[src/rtl/ypid_pkg.sv]
// Shared types, constants and register map of the yaw PID servo controller.
package ypid_pkg;

  // Parameter defaults
  localparam int FRAC_BITS_DEF  = 8;
  localparam int MAX_GAP_MS_DEF = 500;

  // Fixed constants of the control law
  localparam int LIMIT_DEG  = 60;
  localparam int ALPHA_ONE  = 256;
  localparam int ALPHA_BITS = 8;
  localparam int MS_PER_S   = 1000;
  localparam int PULSE_MIN  = 600;
  localparam int PULSE_MAX  = 2400;

  // Field widths
  localparam int E_W      = 17;
  localparam int TIME_W   = 32;
  localparam int GAIN_W   = 16;
  localparam int ALPHA_W  = 9;
  localparam int CENTER_W = 12;
  localparam int OFS_W    = 10;
  localparam int PULSE_W  = 12;
  localparam int INTEG_W  = 24;
  localparam int DF_W     = 32;
  localparam int MS_W     = 10;

  // Shared multiplier operand widths
  localparam int MUL_A_W = 32;
  localparam int MUL_B_W = 18;
  localparam int MUL_P_W = MUL_A_W + MUL_B_W;

  // Divider radix
  localparam int DIV_BITS_PER_CYCLE = 2;

  // Register map
  localparam int CFG_ADDR_W = 5;
  localparam int CFG_DATA_W = 32;
  localparam logic [2:0] REG_PROP_GAIN    = 3'd0;
  localparam logic [2:0] REG_INTEG_GAIN   = 3'd1;
  localparam logic [2:0] REG_DERIV_GAIN   = 3'd2;
  localparam logic [2:0] REG_INTEG_LIMIT  = 3'd3;
  localparam logic [2:0] REG_DERIV_ALPHA  = 3'd4;
  localparam logic [2:0] REG_SERVO_CENTER = 3'd5;
  localparam logic [2:0] REG_MAX_OFFSET   = 3'd6;

  typedef struct packed {
    logic [GAIN_W-1:0]   prop_gain;
    logic [GAIN_W-1:0]   integ_gain;
    logic [GAIN_W-1:0]   deriv_gain;
    logic [GAIN_W-1:0]   integ_limit;
    logic [ALPHA_W-1:0]  deriv_alpha;
    logic [CENTER_W-1:0] servo_center;
    logic [OFS_W-1:0]    max_offset;
  } cfg_t;

  localparam cfg_t CFG_RESET = '{
    prop_gain:    16'd768,
    integ_gain:   16'd26,
    deriv_gain:   16'd205,
    integ_limit:  16'd7680,
    deriv_alpha:  9'd179,
    servo_center: 12'd1500,
    max_offset:   10'd400
  };

  typedef enum logic [4:0] {
    S_IDLE,
    S_P,
    S_PADD,
    S_IDIV,
    S_IWAIT,
    S_I,
    S_IADD,
    S_DDIV,
    S_DWAIT,
    S_DF1,
    S_DF2,
    S_DF3,
    S_D,
    S_DADD,
    S_U,
    S_OMUL,
    S_ODIV,
    S_OWAIT,
    S_OUT
  } state_t;

endpackage

[src/rtl/ypid_mul.sv]
// Shared signed multiplier with a registered product.
module ypid_mul (
  input  logic                                   clk,
  input  logic signed [ypid_pkg::MUL_A_W-1:0]    a,
  input  logic signed [ypid_pkg::MUL_B_W-1:0]    b,
  output logic signed [ypid_pkg::MUL_P_W-1:0]    prod
);

  logic signed [ypid_pkg::MUL_P_W-1:0] prod_r;

  always_ff @(posedge clk) begin
    prod_r <= ypid_pkg::MUL_P_W'(a) * ypid_pkg::MUL_P_W'(b);
  end

  assign prod = prod_r;

endmodule

[src/rtl/ypid_div.sv]
// Iterative signed-by-unsigned divider, truncating toward zero, two bits per cycle.
module ypid_div #(
  parameter int DVW = 28,
  parameter int DSW = 14
) (
  input  logic                  clk,
  input  logic                  rst_n,
  input  logic                  start,
  input  logic signed [DVW-1:0] dividend,
  input  logic        [DSW-1:0] divisor,
  output logic                  done,
  output logic signed [DVW-1:0] quotient
);

  localparam int STEPS = ypid_pkg::DIV_BITS_PER_CYCLE;
  localparam int ITER  = DVW / STEPS;
  localparam int CNT_W = $clog2(ITER + 1);

  logic             busy_r, busy_nxt;
  logic             done_r, done_nxt;
  logic [CNT_W-1:0] cnt_r, cnt_nxt;
  logic             neg_r;
  logic [DVW-1:0]   quo_r;
  logic [DSW:0]     rem_r;
  logic [DSW-1:0]   den_r;
  logic [DVW-1:0]   quo_step;
  logic [DSW:0]     rem_step;
  logic [DVW-1:0]   mag;

  assign mag = dividend[DVW-1] ? DVW'(-dividend) : DVW'(dividend);

  // Restoring steps on the running remainder
  always_comb begin
    quo_step = quo_r;
    rem_step = rem_r;
    for (int k = 0; k < STEPS; k++) begin
      rem_step = {rem_step[DSW-1:0], quo_step[DVW-1]};
      quo_step = {quo_step[DVW-2:0], 1'b0};
      if (rem_step >= {1'b0, den_r}) begin
        rem_step    = rem_step - {1'b0, den_r};
        quo_step[0] = 1'b1;
      end
    end
  end

  always_comb begin
    busy_nxt = busy_r;
    cnt_nxt  = cnt_r;
    done_nxt = 1'b0;
    if (start) begin
      busy_nxt = 1'b1;
      cnt_nxt  = CNT_W'(ITER);
    end else if (busy_r) begin
      cnt_nxt = cnt_r - 1'b1;
      if (cnt_r == CNT_W'(1)) begin
        busy_nxt = 1'b0;
        done_nxt = 1'b1;
      end
    end
  end

  always_ff @(posedge clk) begin
    if (!rst_n) begin
      busy_r <= 1'b0;
      done_r <= 1'b0;
      cnt_r  <= '0;
    end else begin
      busy_r <= busy_nxt;
      done_r <= done_nxt;
      cnt_r  <= cnt_nxt;
    end
  end

  always_ff @(posedge clk) begin
    if (start) begin
      quo_r <= mag;
      rem_r <= '0;
      den_r <= divisor;
      neg_r <= dividend[DVW-1];
    end else if (busy_r) begin
      quo_r <= quo_step;
      rem_r <= rem_step;
    end
  end

  assign done     = done_r;
  assign quotient = neg_r ? -$signed(quo_r) : $signed(quo_r);

endmodule

[src/rtl/ypid_core.sv]
// Sequencer, state and datapath of the PID law around the shared multiplier and divider.
module ypid_core #(
  parameter int FRAC_BITS  = ypid_pkg::FRAC_BITS_DEF,
  parameter int MAX_GAP_MS = ypid_pkg::MAX_GAP_MS_DEF
) (
  input  logic                                  clk,
  input  logic                                  rst_n,
  input  ypid_pkg::cfg_t                        cfg,
  input  logic                                  start,
  input  logic signed [ypid_pkg::E_W-1:0]       in_yaw_error,
  input  logic        [ypid_pkg::TIME_W-1:0]    in_now_ms,
  output logic                                  ready,
  output logic                                  res_valid,
  input  logic                                  res_ready,
  output logic        [ypid_pkg::PULSE_W-1:0]   res_pulse
);

  localparam int AW    = ypid_pkg::MUL_A_W;
  localparam int BW    = ypid_pkg::MUL_B_W;
  localparam int PW    = ypid_pkg::MUL_P_W;
  localparam int ACCW  = PW + 2;
  localparam int TW    = PW + 1;
  localparam int EW    = ypid_pkg::E_W;
  localparam int IW    = ypid_pkg::INTEG_W;
  localparam int DFW   = ypid_pkg::DF_W;
  localparam int GAP_W = $clog2(MAX_GAP_MS + 1);
  localparam int LIM_V = ypid_pkg::LIMIT_DEG << FRAC_BITS;
  localparam int LIM_W = $clog2(LIM_V + 1);
  // Dividend widths: error times gap, error step times 1000, drive times offset
  localparam int DV_A  = EW + GAP_W;
  localparam int DV_B  = EW + 1 + ypid_pkg::MS_W;
  localparam int DV_C  = LIM_W + 1 + ypid_pkg::OFS_W;
  localparam int DV_AB = (DV_A > DV_B) ? DV_A : DV_B;
  localparam int DV_RAW = (DV_AB > DV_C) ? DV_AB : DV_C;
  localparam int DVW   = ((DV_RAW + ypid_pkg::DIV_BITS_PER_CYCLE - 1) /
                          ypid_pkg::DIV_BITS_PER_CYCLE) * ypid_pkg::DIV_BITS_PER_CYCLE;
  localparam int DS_A  = (ypid_pkg::MS_W > GAP_W) ? ypid_pkg::MS_W : GAP_W;
  localparam int DSW   = (DS_A > LIM_W) ? DS_A : LIM_W;
  localparam int ISW   = ((DVW > IW) ? DVW : IW) + 1;
  localparam int PSW   = ypid_pkg::PULSE_W + 2;

  localparam logic signed [PW-1:0]   FRAC_ADJ = (PW'(1) <<< FRAC_BITS) - PW'(1);
  localparam logic signed [TW-1:0]   ALPHA_ADJ = TW'(ypid_pkg::ALPHA_ONE - 1);
  localparam logic signed [TW-1:0]   DF_MAX = TW'(32'sh7FFF_FFFF);
  localparam logic signed [TW-1:0]   DF_MIN = TW'($signed(32'h8000_0000));
  localparam logic signed [ACCW-1:0] U_MAX = ACCW'(LIM_V);
  localparam logic signed [ACCW-1:0] U_MIN = -ACCW'(LIM_V);
  localparam logic signed [PSW-1:0]  P_MIN = PSW'(ypid_pkg::PULSE_MIN);
  localparam logic signed [PSW-1:0]  P_MAX = PSW'(ypid_pkg::PULSE_MAX);

  ypid_pkg::state_t state_r, state_nxt;

  logic        [ypid_pkg::TIME_W-1:0] last_time_r, last_time_nxt;
  logic                               started_r, started_nxt;
  logic signed [IW-1:0]               integral_r, integral_nxt;
  logic signed [EW-1:0]               prev_error_r, prev_error_nxt;
  logic signed [DFW-1:0]              df_r, df_nxt;
  logic signed [EW-1:0]               e_r, e_nxt;
  logic        [GAP_W-1:0]            dt_r, dt_nxt;
  logic signed [ACCW-1:0]             acc_r, acc_nxt;
  logic signed [TW-1:0]               tmp_r, tmp_nxt;
  logic        [ypid_pkg::PULSE_W-1:0] res_r, res_nxt;

  logic signed [AW-1:0]  mul_a;
  logic signed [BW-1:0]  mul_b;
  logic signed [PW-1:0]  mul_q;
  logic                  div_start;
  logic signed [DVW-1:0] div_dividend;
  logic        [DSW-1:0] div_divisor;
  logic                  div_done;
  logic signed [DVW-1:0] div_quot;

  logic [ypid_pkg::TIME_W-1:0] gap;
  logic                        upd_i, upd_d;
  logic [ypid_pkg::ALPHA_W-1:0] alpha, alpha_inv;
  logic signed [ISW-1:0]       isum, ilim;
  logic signed [TW-1:0]        fadj, fsh;
  logic signed [PSW-1:0]       psum;

  // Divide by 2^FRAC_BITS, rounding toward zero
  function automatic logic signed [PW-1:0] frac_drop(input logic signed [PW-1:0] x);
    logic signed [PW-1:0] adj;
    adj = x + (x[PW-1] ? FRAC_ADJ : PW'(0));
    return adj >>> FRAC_BITS;
  endfunction

  ypid_mul u_mul (
    .clk  (clk),
    .a    (mul_a),
    .b    (mul_b),
    .prod (mul_q)
  );

  ypid_div #(
    .DVW (DVW),
    .DSW (DSW)
  ) u_div (
    .clk      (clk),
    .rst_n    (rst_n),
    .start    (div_start),
    .dividend (div_dividend),
    .divisor  (div_divisor),
    .done     (div_done),
    .quotient (div_quot)
  );

  assign gap       = in_now_ms - last_time_r;
  assign upd_i     = (dt_r != '0) && (cfg.integ_gain != '0);
  assign upd_d     = (dt_r != '0) && (cfg.deriv_gain != '0);
  assign alpha     = (cfg.deriv_alpha > ypid_pkg::ALPHA_W'(ypid_pkg::ALPHA_ONE)) ?
                     ypid_pkg::ALPHA_W'(ypid_pkg::ALPHA_ONE) : cfg.deriv_alpha;
  assign alpha_inv = ypid_pkg::ALPHA_W'(ypid_pkg::ALPHA_ONE) - alpha;
  assign isum      = ISW'(integral_r) + ISW'(div_quot);
  assign ilim      = ISW'($signed({1'b0, cfg.integ_limit}));
  assign fadj      = tmp_r + (tmp_r[TW-1] ? ALPHA_ADJ : TW'(0));
  assign fsh       = fadj >>> ypid_pkg::ALPHA_BITS;
  assign psum      = PSW'($signed({1'b0, cfg.servo_center})) + PSW'(div_quot);

  always_comb begin
    state_nxt      = state_r;
    last_time_nxt  = last_time_r;
    started_nxt    = started_r;
    integral_nxt   = integral_r;
    prev_error_nxt = prev_error_r;
    df_nxt         = df_r;
    e_nxt          = e_r;
    dt_nxt         = dt_r;
    acc_nxt        = acc_r;
    tmp_nxt        = tmp_r;
    res_nxt        = res_r;
    mul_a          = '0;
    mul_b          = '0;
    div_start      = 1'b0;
    div_dividend   = '0;
    div_divisor    = '0;
    ready          = 1'b0;
    res_valid      = 1'b0;

    case (state_r)
      ypid_pkg::S_IDLE: begin
        ready = 1'b1;
        if (start) begin
          e_nxt         = in_yaw_error;
          dt_nxt        = (started_r && (gap <= ypid_pkg::TIME_W'(MAX_GAP_MS))) ?
                          GAP_W'(gap) : '0;
          last_time_nxt = in_now_ms;
          started_nxt   = 1'b1;
          state_nxt     = ypid_pkg::S_P;
        end
      end
      ypid_pkg::S_P: begin
        mul_a     = AW'(e_r);
        mul_b     = BW'($signed({1'b0, cfg.prop_gain}));
        state_nxt = ypid_pkg::S_PADD;
      end
      ypid_pkg::S_PADD: begin
        acc_nxt = ACCW'(frac_drop(mul_q));
        if (upd_i) begin
          mul_a     = AW'(e_r);
          mul_b     = BW'($signed({1'b0, dt_r}));
          state_nxt = ypid_pkg::S_IDIV;
        end else begin
          state_nxt = ypid_pkg::S_I;
        end
      end
      ypid_pkg::S_IDIV: begin
        div_start    = 1'b1;
        div_dividend = DVW'(mul_q);
        div_divisor  = DSW'(ypid_pkg::MS_PER_S);
        state_nxt    = ypid_pkg::S_IWAIT;
      end
      ypid_pkg::S_IWAIT: begin
        if (div_done) begin
          if (isum > ilim) begin
            integral_nxt = IW'(ilim);
          end else if (isum < -ilim) begin
            integral_nxt = IW'(-ilim);
          end else begin
            integral_nxt = IW'(isum);
          end
          state_nxt = ypid_pkg::S_I;
        end
      end
      ypid_pkg::S_I: begin
        mul_a     = AW'(integral_r);
        mul_b     = BW'($signed({1'b0, cfg.integ_gain}));
        state_nxt = ypid_pkg::S_IADD;
      end
      ypid_pkg::S_IADD: begin
        acc_nxt = acc_r + ACCW'(frac_drop(mul_q));
        if (upd_d) begin
          mul_a     = AW'(e_r) - AW'(prev_error_r);
          mul_b     = BW'(ypid_pkg::MS_PER_S);
          state_nxt = ypid_pkg::S_DDIV;
        end else begin
          state_nxt = ypid_pkg::S_U;
        end
      end
      ypid_pkg::S_DDIV: begin
        div_start    = 1'b1;
        div_dividend = DVW'(mul_q);
        div_divisor  = DSW'(dt_r);
        state_nxt    = ypid_pkg::S_DWAIT;
      end
      ypid_pkg::S_DWAIT: begin
        if (div_done) begin
          mul_a     = AW'(div_quot);
          mul_b     = BW'($signed({1'b0, alpha_inv}));
          state_nxt = ypid_pkg::S_DF1;
        end
      end
      ypid_pkg::S_DF1: begin
        tmp_nxt   = TW'(mul_q);
        mul_a     = AW'(df_r);
        mul_b     = BW'($signed({1'b0, alpha}));
        state_nxt = ypid_pkg::S_DF2;
      end
      ypid_pkg::S_DF2: begin
        tmp_nxt   = tmp_r + TW'(mul_q);
        state_nxt = ypid_pkg::S_DF3;
      end
      ypid_pkg::S_DF3: begin
        if (fsh > DF_MAX) begin
          df_nxt = DFW'(DF_MAX);
        end else if (fsh < DF_MIN) begin
          df_nxt = DFW'(DF_MIN);
        end else begin
          df_nxt = DFW'(fsh);
        end
        state_nxt = ypid_pkg::S_D;
      end
      ypid_pkg::S_D: begin
        mul_a     = AW'(df_r);
        mul_b     = BW'($signed({1'b0, cfg.deriv_gain}));
        state_nxt = ypid_pkg::S_DADD;
      end
      ypid_pkg::S_DADD: begin
        acc_nxt   = acc_r + ACCW'(frac_drop(mul_q));
        state_nxt = ypid_pkg::S_U;
      end
      ypid_pkg::S_U: begin
        if (acc_r > U_MAX) begin
          acc_nxt = U_MAX;
        end else if (acc_r < U_MIN) begin
          acc_nxt = U_MIN;
        end
        prev_error_nxt = e_r;
        state_nxt      = ypid_pkg::S_OMUL;
      end
      ypid_pkg::S_OMUL: begin
        mul_a     = AW'(acc_r);
        mul_b     = BW'($signed({1'b0, cfg.max_offset}));
        state_nxt = ypid_pkg::S_ODIV;
      end
      ypid_pkg::S_ODIV: begin
        div_start    = 1'b1;
        div_dividend = DVW'(mul_q);
        div_divisor  = DSW'(LIM_V);
        state_nxt    = ypid_pkg::S_OWAIT;
      end
      ypid_pkg::S_OWAIT: begin
        if (div_done) begin
          if (psum > P_MAX) begin
            res_nxt = ypid_pkg::PULSE_W'(P_MAX);
          end else if (psum < P_MIN) begin
            res_nxt = ypid_pkg::PULSE_W'(P_MIN);
          end else begin
            res_nxt = ypid_pkg::PULSE_W'(psum);
          end
          state_nxt = ypid_pkg::S_OUT;
        end
      end
      ypid_pkg::S_OUT: begin
        res_valid = 1'b1;
        if (res_ready) begin
          state_nxt = ypid_pkg::S_IDLE;
        end
      end
      default: begin
        state_nxt = ypid_pkg::S_IDLE;
      end
    endcase
  end

  always_ff @(posedge clk) begin
    if (!rst_n) begin
      state_r      <= ypid_pkg::S_IDLE;
      last_time_r  <= '0;
      started_r    <= 1'b0;
      integral_r   <= '0;
      prev_error_r <= '0;
      df_r         <= '0;
    end else begin
      state_r      <= state_nxt;
      last_time_r  <= last_time_nxt;
      started_r    <= started_nxt;
      integral_r   <= integral_nxt;
      prev_error_r <= prev_error_nxt;
      df_r         <= df_nxt;
    end
  end

  always_ff @(posedge clk) begin
    e_r   <= e_nxt;
    dt_r  <= dt_nxt;
    acc_r <= acc_nxt;
    tmp_r <= tmp_nxt;
    res_r <= res_nxt;
  end

  assign res_pulse = res_r;

endmodule

[src/rtl/yaw_pid_servo_controller_top.sv]
// Top level: register port, input stream, output register and the PID core.
//
//   channel   direction  handshake               payload
//   in_*      slave      in_tvalid / in_tready   tdata: yaw_error[16:0], now_ms[48:17]
//   out_*     master     out_tvalid / out_tready tdata: pulse_us[11:0]
//   cfg_*     APB slave  psel, penable, pready   seven registers at byte address 4*i
//
// A transaction with integral and derivative updates makes three passes through the
// shared two-bit-per-cycle divider; one with only the P term acting makes a single
// pass, for the output scaling.
// in_tready is high only while the sequencer is idle. A finished result waits in
// the output register, so the next transaction is taken while out_tready is low.
// Reset is synchronous; it restores the register defaults and clears the state.
module yaw_pid_servo_controller_top #(
  parameter int FRAC_BITS  = ypid_pkg::FRAC_BITS_DEF,
  parameter int MAX_GAP_MS = ypid_pkg::MAX_GAP_MS_DEF
) (
  input  logic                                 clk,
  input  logic                                 rst_n,
  // Input stream
  input  logic                                 in_tvalid,
  output logic                                 in_tready,
  input  logic [55:0]                          in_tdata,    // yaw_error, now_ms
  // Result stream
  output logic                                 out_tvalid,
  input  logic                                 out_tready,
  output logic [15:0]                          out_tdata,   // pulse_us
  // Register port
  input  logic                                 cfg_psel,
  input  logic                                 cfg_penable,
  input  logic                                 cfg_pwrite,
  input  logic [ypid_pkg::CFG_ADDR_W-1:0]      cfg_paddr,
  input  logic [ypid_pkg::CFG_DATA_W-1:0]      cfg_pwdata,
  output logic [ypid_pkg::CFG_DATA_W-1:0]      cfg_prdata,
  output logic                                 cfg_pready
);

  ypid_pkg::cfg_t cfg_r, cfg_nxt;

  logic                            cfg_wr;
  logic [2:0]                      reg_idx;
  logic                            start;
  logic                            core_ready;
  logic                            res_valid;
  logic                            res_ready;
  logic [ypid_pkg::PULSE_W-1:0]    res_pulse;
  logic                            out_valid_r, out_valid_nxt;
  logic [ypid_pkg::PULSE_W-1:0]    out_pulse_r;

  assign cfg_pready = 1'b1;
  assign cfg_wr     = cfg_psel & cfg_penable & cfg_pwrite;
  assign reg_idx    = cfg_paddr[4:2];

  always_comb begin
    cfg_nxt = cfg_r;
    if (cfg_wr) begin
      case (reg_idx)
        ypid_pkg::REG_PROP_GAIN:    cfg_nxt.prop_gain    = cfg_pwdata[15:0];
        ypid_pkg::REG_INTEG_GAIN:   cfg_nxt.integ_gain   = cfg_pwdata[15:0];
        ypid_pkg::REG_DERIV_GAIN:   cfg_nxt.deriv_gain   = cfg_pwdata[15:0];
        ypid_pkg::REG_INTEG_LIMIT:  cfg_nxt.integ_limit  = cfg_pwdata[15:0];
        ypid_pkg::REG_DERIV_ALPHA:  cfg_nxt.deriv_alpha  = cfg_pwdata[8:0];
        ypid_pkg::REG_SERVO_CENTER: cfg_nxt.servo_center = cfg_pwdata[11:0];
        ypid_pkg::REG_MAX_OFFSET:   cfg_nxt.max_offset   = cfg_pwdata[9:0];
        default: begin
          // drop writes beyond the map
        end
      endcase
    end
  end

  always_comb begin
    case (reg_idx)
      ypid_pkg::REG_PROP_GAIN:    cfg_prdata = 32'(cfg_r.prop_gain);
      ypid_pkg::REG_INTEG_GAIN:   cfg_prdata = 32'(cfg_r.integ_gain);
      ypid_pkg::REG_DERIV_GAIN:   cfg_prdata = 32'(cfg_r.deriv_gain);
      ypid_pkg::REG_INTEG_LIMIT:  cfg_prdata = 32'(cfg_r.integ_limit);
      ypid_pkg::REG_DERIV_ALPHA:  cfg_prdata = 32'(cfg_r.deriv_alpha);
      ypid_pkg::REG_SERVO_CENTER: cfg_prdata = 32'(cfg_r.servo_center);
      ypid_pkg::REG_MAX_OFFSET:   cfg_prdata = 32'(cfg_r.max_offset);
      default:                    cfg_prdata = '0;
    endcase
  end

  always_ff @(posedge clk) begin
    if (!rst_n) begin
      cfg_r <= ypid_pkg::CFG_RESET;
    end else begin
      cfg_r <= cfg_nxt;
    end
  end

  assign in_tready = core_ready;
  assign start     = in_tvalid & core_ready;

  ypid_core #(
    .FRAC_BITS  (FRAC_BITS),
    .MAX_GAP_MS (MAX_GAP_MS)
  ) u_core (
    .clk          (clk),
    .rst_n        (rst_n),
    .cfg          (cfg_r),
    .start        (start),
    .in_yaw_error ($signed(in_tdata[16:0])),
    .in_now_ms    (in_tdata[48:17]),
    .ready        (core_ready),
    .res_valid    (res_valid),
    .res_ready    (res_ready),
    .res_pulse    (res_pulse)
  );

  // Output register: take a new result once the held one has gone
  assign res_ready = ~out_valid_r | out_tready;

  always_comb begin
    out_valid_nxt = out_valid_r;
    if (res_valid && res_ready) begin
      out_valid_nxt = 1'b1;
    end else if (out_tready) begin
      out_valid_nxt = 1'b0;
    end
  end

  always_ff @(posedge clk) begin
    if (!rst_n) begin
      out_valid_r <= 1'b0;
    end else begin
      out_valid_r <= out_valid_nxt;
    end
  end

  always_ff @(posedge clk) begin
    if (res_valid && res_ready) begin
      out_pulse_r <= res_pulse;
    end
  end

  assign out_tvalid = out_valid_r;
  assign out_tdata  = {4'b0000, out_pulse_r};

endmodule

[config.mk]
export PLATFORM = sky130hd
export DESIGN_NAME = yaw_pid_servo_controller_top
export DESIGN_NICKNAME = d
export VERILOG_FILES = /design/src/rtl/ypid_pkg.sv /design/src/rtl/ypid_mul.sv /design/src/rtl/ypid_div.sv /design/src/rtl/ypid_core.sv /design/src/rtl/yaw_pid_servo_controller_top.sv
export SDC_FILE = /design/constraint.sdc
export NUM_CORES = 2
export LEC_CHECK = 0
export BUFFER_PORTS_ARGS = -buffer_cell sky130_fd_sc_hd__clkbuf_2
export CORE_AREA = 5 5 429 431
export DETAILED_ROUTE_END_ITERATION = 16
export DIE_AREA = 0 0 434 436
export PLACE_DENSITY = 0.54
export RECOVER_POWER = 25
export SLEW_MARGIN = 20
export SYNTH_ARGS = -nofsm -noshare
export SYNTH_HDL_FRONTEND = slang
export SYNTH_SLANG_ARGS = --single-unit
[constraint.sdc]
create_clock -name clk -period 10.1 [get_ports clk]
set_input_delay 1.515 -clock clk [delete_from_list [all_inputs] [get_ports clk]]
set_output_delay 1.515 -clock clk [all_outputs]
set_load 0.1 [all_outputs]
== Word-level counts from Yosys, hierarchy flattened ==
Index checks and enable logic that the tools add are counted.

* Flip-flop bits (word level): 473
* Bits of input ports: 100
* Logic and storage cells: 177

* Add/subtract/negate cells: 15
* Multipliers: 1
* Magnitude comparators: 12
* Equal/unequal tests: 31
* Mux-type cells: 50
* Bitwise operators: 7
* Reductions and logical operators: 31

{| class="wikitable"
|+ Operators with widths
! kind !! count
|-
| $pmux W32 S7 || 1
|-
| $mux W32 || 5
|-
| $pmux W52 S3 || 1
|-
| $mux W28 || 5
|-
| $pmux W16 S8 || 1
|-
| $pmux W16 S7 || 1
|-
| $mux W52 || 2
|-
| $pmux W51 S2 || 1
|-
| $pmux W5 S19 || 1
|-
| $neg A28 Y28 || 2
|-
| $add A52 B42 Y52 || 1
|-
| $gt A52 B15 Y1 const B || 1
|-
| $lt A52 B15 Y1 const B || 1
|-
| $add A51 B50 Y51 || 1
|-
| $add A51 B9 Y51 || 1
|-
| $add A50 B9 Y50 || 1
|-
| $mul A32 B17 Y49 || 1
|-
| $mux W24 || 2
|-
| $gt A43 B32 Y1 const B || 1
|-
| $lt A43 B32 Y1 const B || 1
|-
| $pmux W14 S3 || 1
|-
| $eq A5 B4 Y1 const B || 8
|-
| $le A32 B9 Y1 const B || 1
|-
| $reduce_bool A16 Y1 || 2
|-
| other kinds (46) || 104
|}

== Longest topological paths before layout ==
* Depth in word-level cells: 6
* Gate-level depth with buffers: 39

== Hierarchy ==
From an unflattened synthesis, not the netlist that was laid out.

* Cell total of the unflattened synthesis: 6566
* Area total of the unflattened synthesis: 56153.9 um^2

{| class="wikitable"
|+ By module, submodules not included
! module !! instances !! cells an instance !! area each (um^2) !! sequential area each (um^2)
|-
| ypid_core || 1 || 3196 || 25190.4 || 6456.2
|-
| ypid_mul || 1 || 2310 || 20901.3 || 1001.0
|-
| ypid_div || 1 || 558 || 5043.6 || 1691.6
|-
| yaw_pid_servo_controller_top || 1 || 502 || 5018.6 || 2282.2
|}

== Worst setup path before layout ==
No wires, ideal clock.

* Path kind: register -> register
* From: reg u_core.u_div.quo_r[2]
* To: reg u_core.u_mul.prod_r (netlist bit u_core.u_mul.prod[46])
* Arrival time: 8.991 ns
* Required time: 9.973 ns
* Setup slack: 0.982 ns
* Stages on the path, launching flop included: 34
* Period minus slack after synthesis: 9.118 ns
* Path through: edfxtp_1 > or3_1 > or4_1 > or3_4 > or3_4 > or4_4 > nand2b_4 > o41ai_4 > xnor2_1 > nand2_4 > and4_4 > buf_6 > nor2_1 > fa_1 > inv_1 > fa_1 > inv_1 > fa_1 > fa_1 > fa_1 > inv_1 > fa_1 > inv_1 > ha_1 > a21o_1 > a21o_1 > a21o_1 > a21oi_1 > inv_1 > a21o_1 > a21o_1 > a21oi_1 > o21ai_0 > xor2_1

* Longest elaborated chain between the ends: 5

{| class="wikitable"
|+ RTL lines
! item !! line !! text
|-
| start: declaration || ypid_div.sv:23 || <nowiki>logic [DVW-1:0] quo_r;</nowiki>
|-
| start signal: assignment || ypid_div.sv:76 || <nowiki>quo_r <= mag;</nowiki>
|-
| start signal: assignment || ypid_div.sv:81 || <nowiki>quo_r <= quo_step;</nowiki>
|-
| $neg A28 Y28 || ypid_div.sv:87 || <nowiki>assign quotient = neg_r ? -$signed(quo_r) : $signed(quo_r);</nowiki>
|-
| $mux W28 * || ypid_div.sv:87 ||
|-
| $mux W32 * || ypid_core.sv:206 || <nowiki>if (div_done) begin</nowiki>
|-
| $pmux W32 S7 * || ypid_core.sv:139 || <nowiki>case (state_r)</nowiki>
|-
| $mul A32 B17 Y49 * || ypid_mul.sv:12 || <nowiki>prod_r <= ypid_pkg::MUL_P_W'(a) * ypid_pkg::MUL_P_W'(b);</nowiki>
|-
| end signal: assignment || ypid_mul.sv:12 ||
|-
| end: declaration || ypid_mul.sv:9 || <nowiki>logic signed [ypid_pkg::MUL_P_W-1:0] prod_r;</nowiki>
|}

Every way passes the cells marked *; elsewhere a longest branch is shown, timed or not.
A chain may end at the register's enable or synchronous reset.

== Final worst setup path ==
* From: reg u_core.u_div.quo_r[0]
* To: reg u_core.u_mul.prod_r (netlist bit u_core.u_mul.prod[41])

Same word-level chain as after synthesis.

==> impl_results.md <==
* Area share of the largest cell type after synthesis at 0.1857
* Final-layout fill cell count at 18.76k
* Hold Fails Final Rpt at 0
* Clock buffer depth at 3
* Dominant cell type by area after synthesis: fa_1
* Post-Synthesis Cells at 6441
* Worst setup SP type: flip-flop
* Critical path endpoint category: flip-flop
* Failing checks: capacitance limit, slew limit
* DRT Wirelength at 181.9 mm
* Setup TNS at 0 ns
* M2 GR Usage at 0.3144
* First drt pass iteration count at 8
* YS warnings at 0
* Critical Path Max Stage Delay at 0.60 ns
* Vias in the first global route at 46.22k
* Root buffer cell: clkbuf_16
* Site Rows at 156
* Least-Margin Pin Slew at 4.398 ns
* Post-synth EDFFs at 193
* DRC errors left at 0
* Met1 Track Usage GR at 0.2527
* Final min period at 9.678 ns
* Worst Path Required at 10.68 ns
* # setup viols final at 0
* Drt wl/cell at 20.38 µm
* Ys flop type: dfxtp_1
* Final Max Slew Viols at 340
* Fin worst setup slack at 0.4217 ns
* Die ar. at 0.1892 mm²
* Design Power at 7.550 mW
* Slew HR at -1.932
* Die Wd at 434 µm
* Placed insts at 8810
* Initial DRC count at 3906
* Layout area overhead at 11.32%
* # IOs at 151
* Antenna violations before repair at 2
* Reg2reg setup slack at 0.42 ns
* Initial core utilization at 0.2980
* TritonCTS Buffers at 59
* Antenna Nets Post-Route at 0
* Clk slew on worst S/H paths at 0.06 ns
* Sequential share of the synthesized area at 0.2113
* Fraction of layout cells with a size suffix above 1 at 0.07859
* Via count at 46.51k
* Largest net degree at the start of global routing at 98
* Async S/R FF share, synth at 0
* Clock sinks at 469
* CTS tree: done
* #FFs+latches synth at 469
* Final Util at 0.3317
* HPWL after DPL at 143.8 mm
* Die Span Y at 436 µm
* Global-route wire length before repair at 281.4 mm
* Final setup skew at 0.02740 ns
* WP data arrival at 10.26 ns
* Pwr dens at 126.6 mW/mm²
* GR Util met3 at 0.02020
* Hold WC Path Type: flip-flop to flip-flop
* Placeable core region at 0.1798 mm²
* CP Max Fanout at 10
* Final hold slack at 0.4184 ns
* CTS HTree Levels at 2
* GR peak layer: met2
* Pre-CTS setup slack at 0.3585 ns
* Post-route cell area at 0.05963 mm²
* Avg Cell Area, Syn at 8.316 µm²
* Synth area leaders: fa_1, edfxtp_1, dfxtp_1
* Final Cycle Share at 0.9583
* Syn Std Cell Area at 0.05357 mm²
* Worst skew pair latency at 0.67 ns
* Cell Area, Placed at 0.05748 mm²
* Netlist cell types at 90
* Grt total ovfl at 0
* All-Layer GR Usage at 0.1895
* Number of max-cap violations at 6
* Commonest non-fill, non-tap cell in the layout: nand2_1
* Hold_buf cts at 0
* Crit path top cell by count: fa_1
* Critical path class: flip-flop to flip-flop
* Most frequent cells in the layout: nand2_1, inv_1, fa_1, nor2_1, ha_1
* Avg Vias per Cell at 5.211
* Number of nets in the layout at 7497
* Peak VDD IR at 146.4 µV
* Leak pwr at 26.30 nW
* IO Port Bufs at 104
* Unrepaired setup endpoints after global routing: no
* Non-Filler Instances at 8925
* Final GP Congestion at 0.9001
* Status: finished, violations left
* Critical-path top delay cell: and3_1
* Max Clk Rate at 103.3 MHz
-- synthesized netlist by cell type (all sizes together), types with 13 or more instances --
cell,instances
o21a,35
a211oi,45
a2111oi,14
and4,23
o31ai,42
nor2b,69
fa,497
a22o,13
nand2b,51
buf,41
inv,781
o311ai,19
mux2i,41
and3,62
a21boi,144
a211o,16
dfxtp,276
ha,398
o21ai,319
xor2,143
a31oi,47
a21oi,288
a222oi,26
edfxtp,193
nor3,70
o221a,32
o211ai,47
or2,15
o21bai,30
xnor2,207
or3,25
mux2,21
clkbuf,273
a22oi,40
nand2,974
and2,43
nor4,48
a221oi,16
nand4,85
nand3,147
nor2,483
a21o,143
-- layer usage --
metal	routed length, µm	share of wire	vias up
li1	-	-	22006
met1	78600	0.43	22901
met2	84940	0.47	1324
met3	9503	0.052	277
met4	8859	0.049	2
met5	7	0.000038	-
-- cells by family (layout without fill, tap and decap cells) --
family          after synthesis  after routing  synth area share
xor+xnor                    350            350           0.05723
fa+ha+maj                   895            895            0.2787
other cells                   2             23         0.0001402
flops                       469            469            0.2113
simple gates               2143           2143            0.1810
mux                          69             69           0.01502
buf+inv                    1097           1190           0.07867
compound gates             1416           1416            0.1779
-- what timing repair did --
| item | CTS | global route |
|---|---|---|
| resized for setup | 0 | 10 |
| setup buffers | 0 | 1 |
| endpoints found under the setup margin | 0 | 12 |
-- final timing paths --
kind / from / to / cells after the start
setup reg to reg: u_core.u_div.quo_r[0]$_DFFE_PP_ / u_core.u_mul.prod[41]$_DFF_P_ / 33
hold / removal: u_core.res_pulse[4]$_SDFFCE_PP0P_ / out_pulse_r[4]$_DFFE_PP_ / 0
hold reg to reg: u_core.res_pulse[4]$_SDFFCE_PP0P_ / out_pulse_r[4]$_DFFE_PP_ / 0
setup / recovery: u_core.u_div.quo_r[0]$_DFFE_PP_ / u_core.u_mul.prod[41]$_DFF_P_ / 33
-- power by group --
group          total, mW  switching [mW]  internal (mW)
clock network       2.35           0.947           1.40
logic               2.89            1.77           1.13
registers           2.31           0.183           2.12
total               7.55            2.90           4.65
-- registers in the layout, indices dropped and copies added, names as in the netlist, 17 cells and up --
| name | cells |
|---|---|
| u_core.u_mul.prod | 49 |
| u_core.prev_error_r | 17 |
| u_core.last_time_r | 32 |
| u_core.e_r | 17 |
| cfg_r | 95 |
| u_core.u_div.quo_r | 28 |
| u_core.tmp_r | 51 |
| u_core.integral_r | 24 |
| u_core.df_r | 32 |
| u_core.acc_r | 52 |
-- worst max-delay path: cells and delay by family, from the launching register on --
kind                     cells  cell delay [ns]
AO/OA/AOI/OAI               13             2.80
XOR/XNOR                     2             0.48
adder cells (fa/ha/maj)      8             3.61
buffers and inverters        6             0.56
flip-flops                   1             0.53
AND/OR/NAND/NOR              4             1.61
-- cell type report --
type | count | area [µm²] | share of cell area
timing repair buffer | 295 | 1944 | 0.03261
clock buffer | 82 | 1760 | 0.02952
inverter | 783 | 2939 | 0.04929
tap | 2370 | 2965 | 0.04973
multi-input combinational | 4894 | 38310 | 0.6424
antenna | 2 | 5.005 | 0.00008393
clock inverter | 30 | 386.6 | 0.006484
sequential | 469 | 11320 | 0.1898
Note: power is estimated with default switching activity, not from simulation.
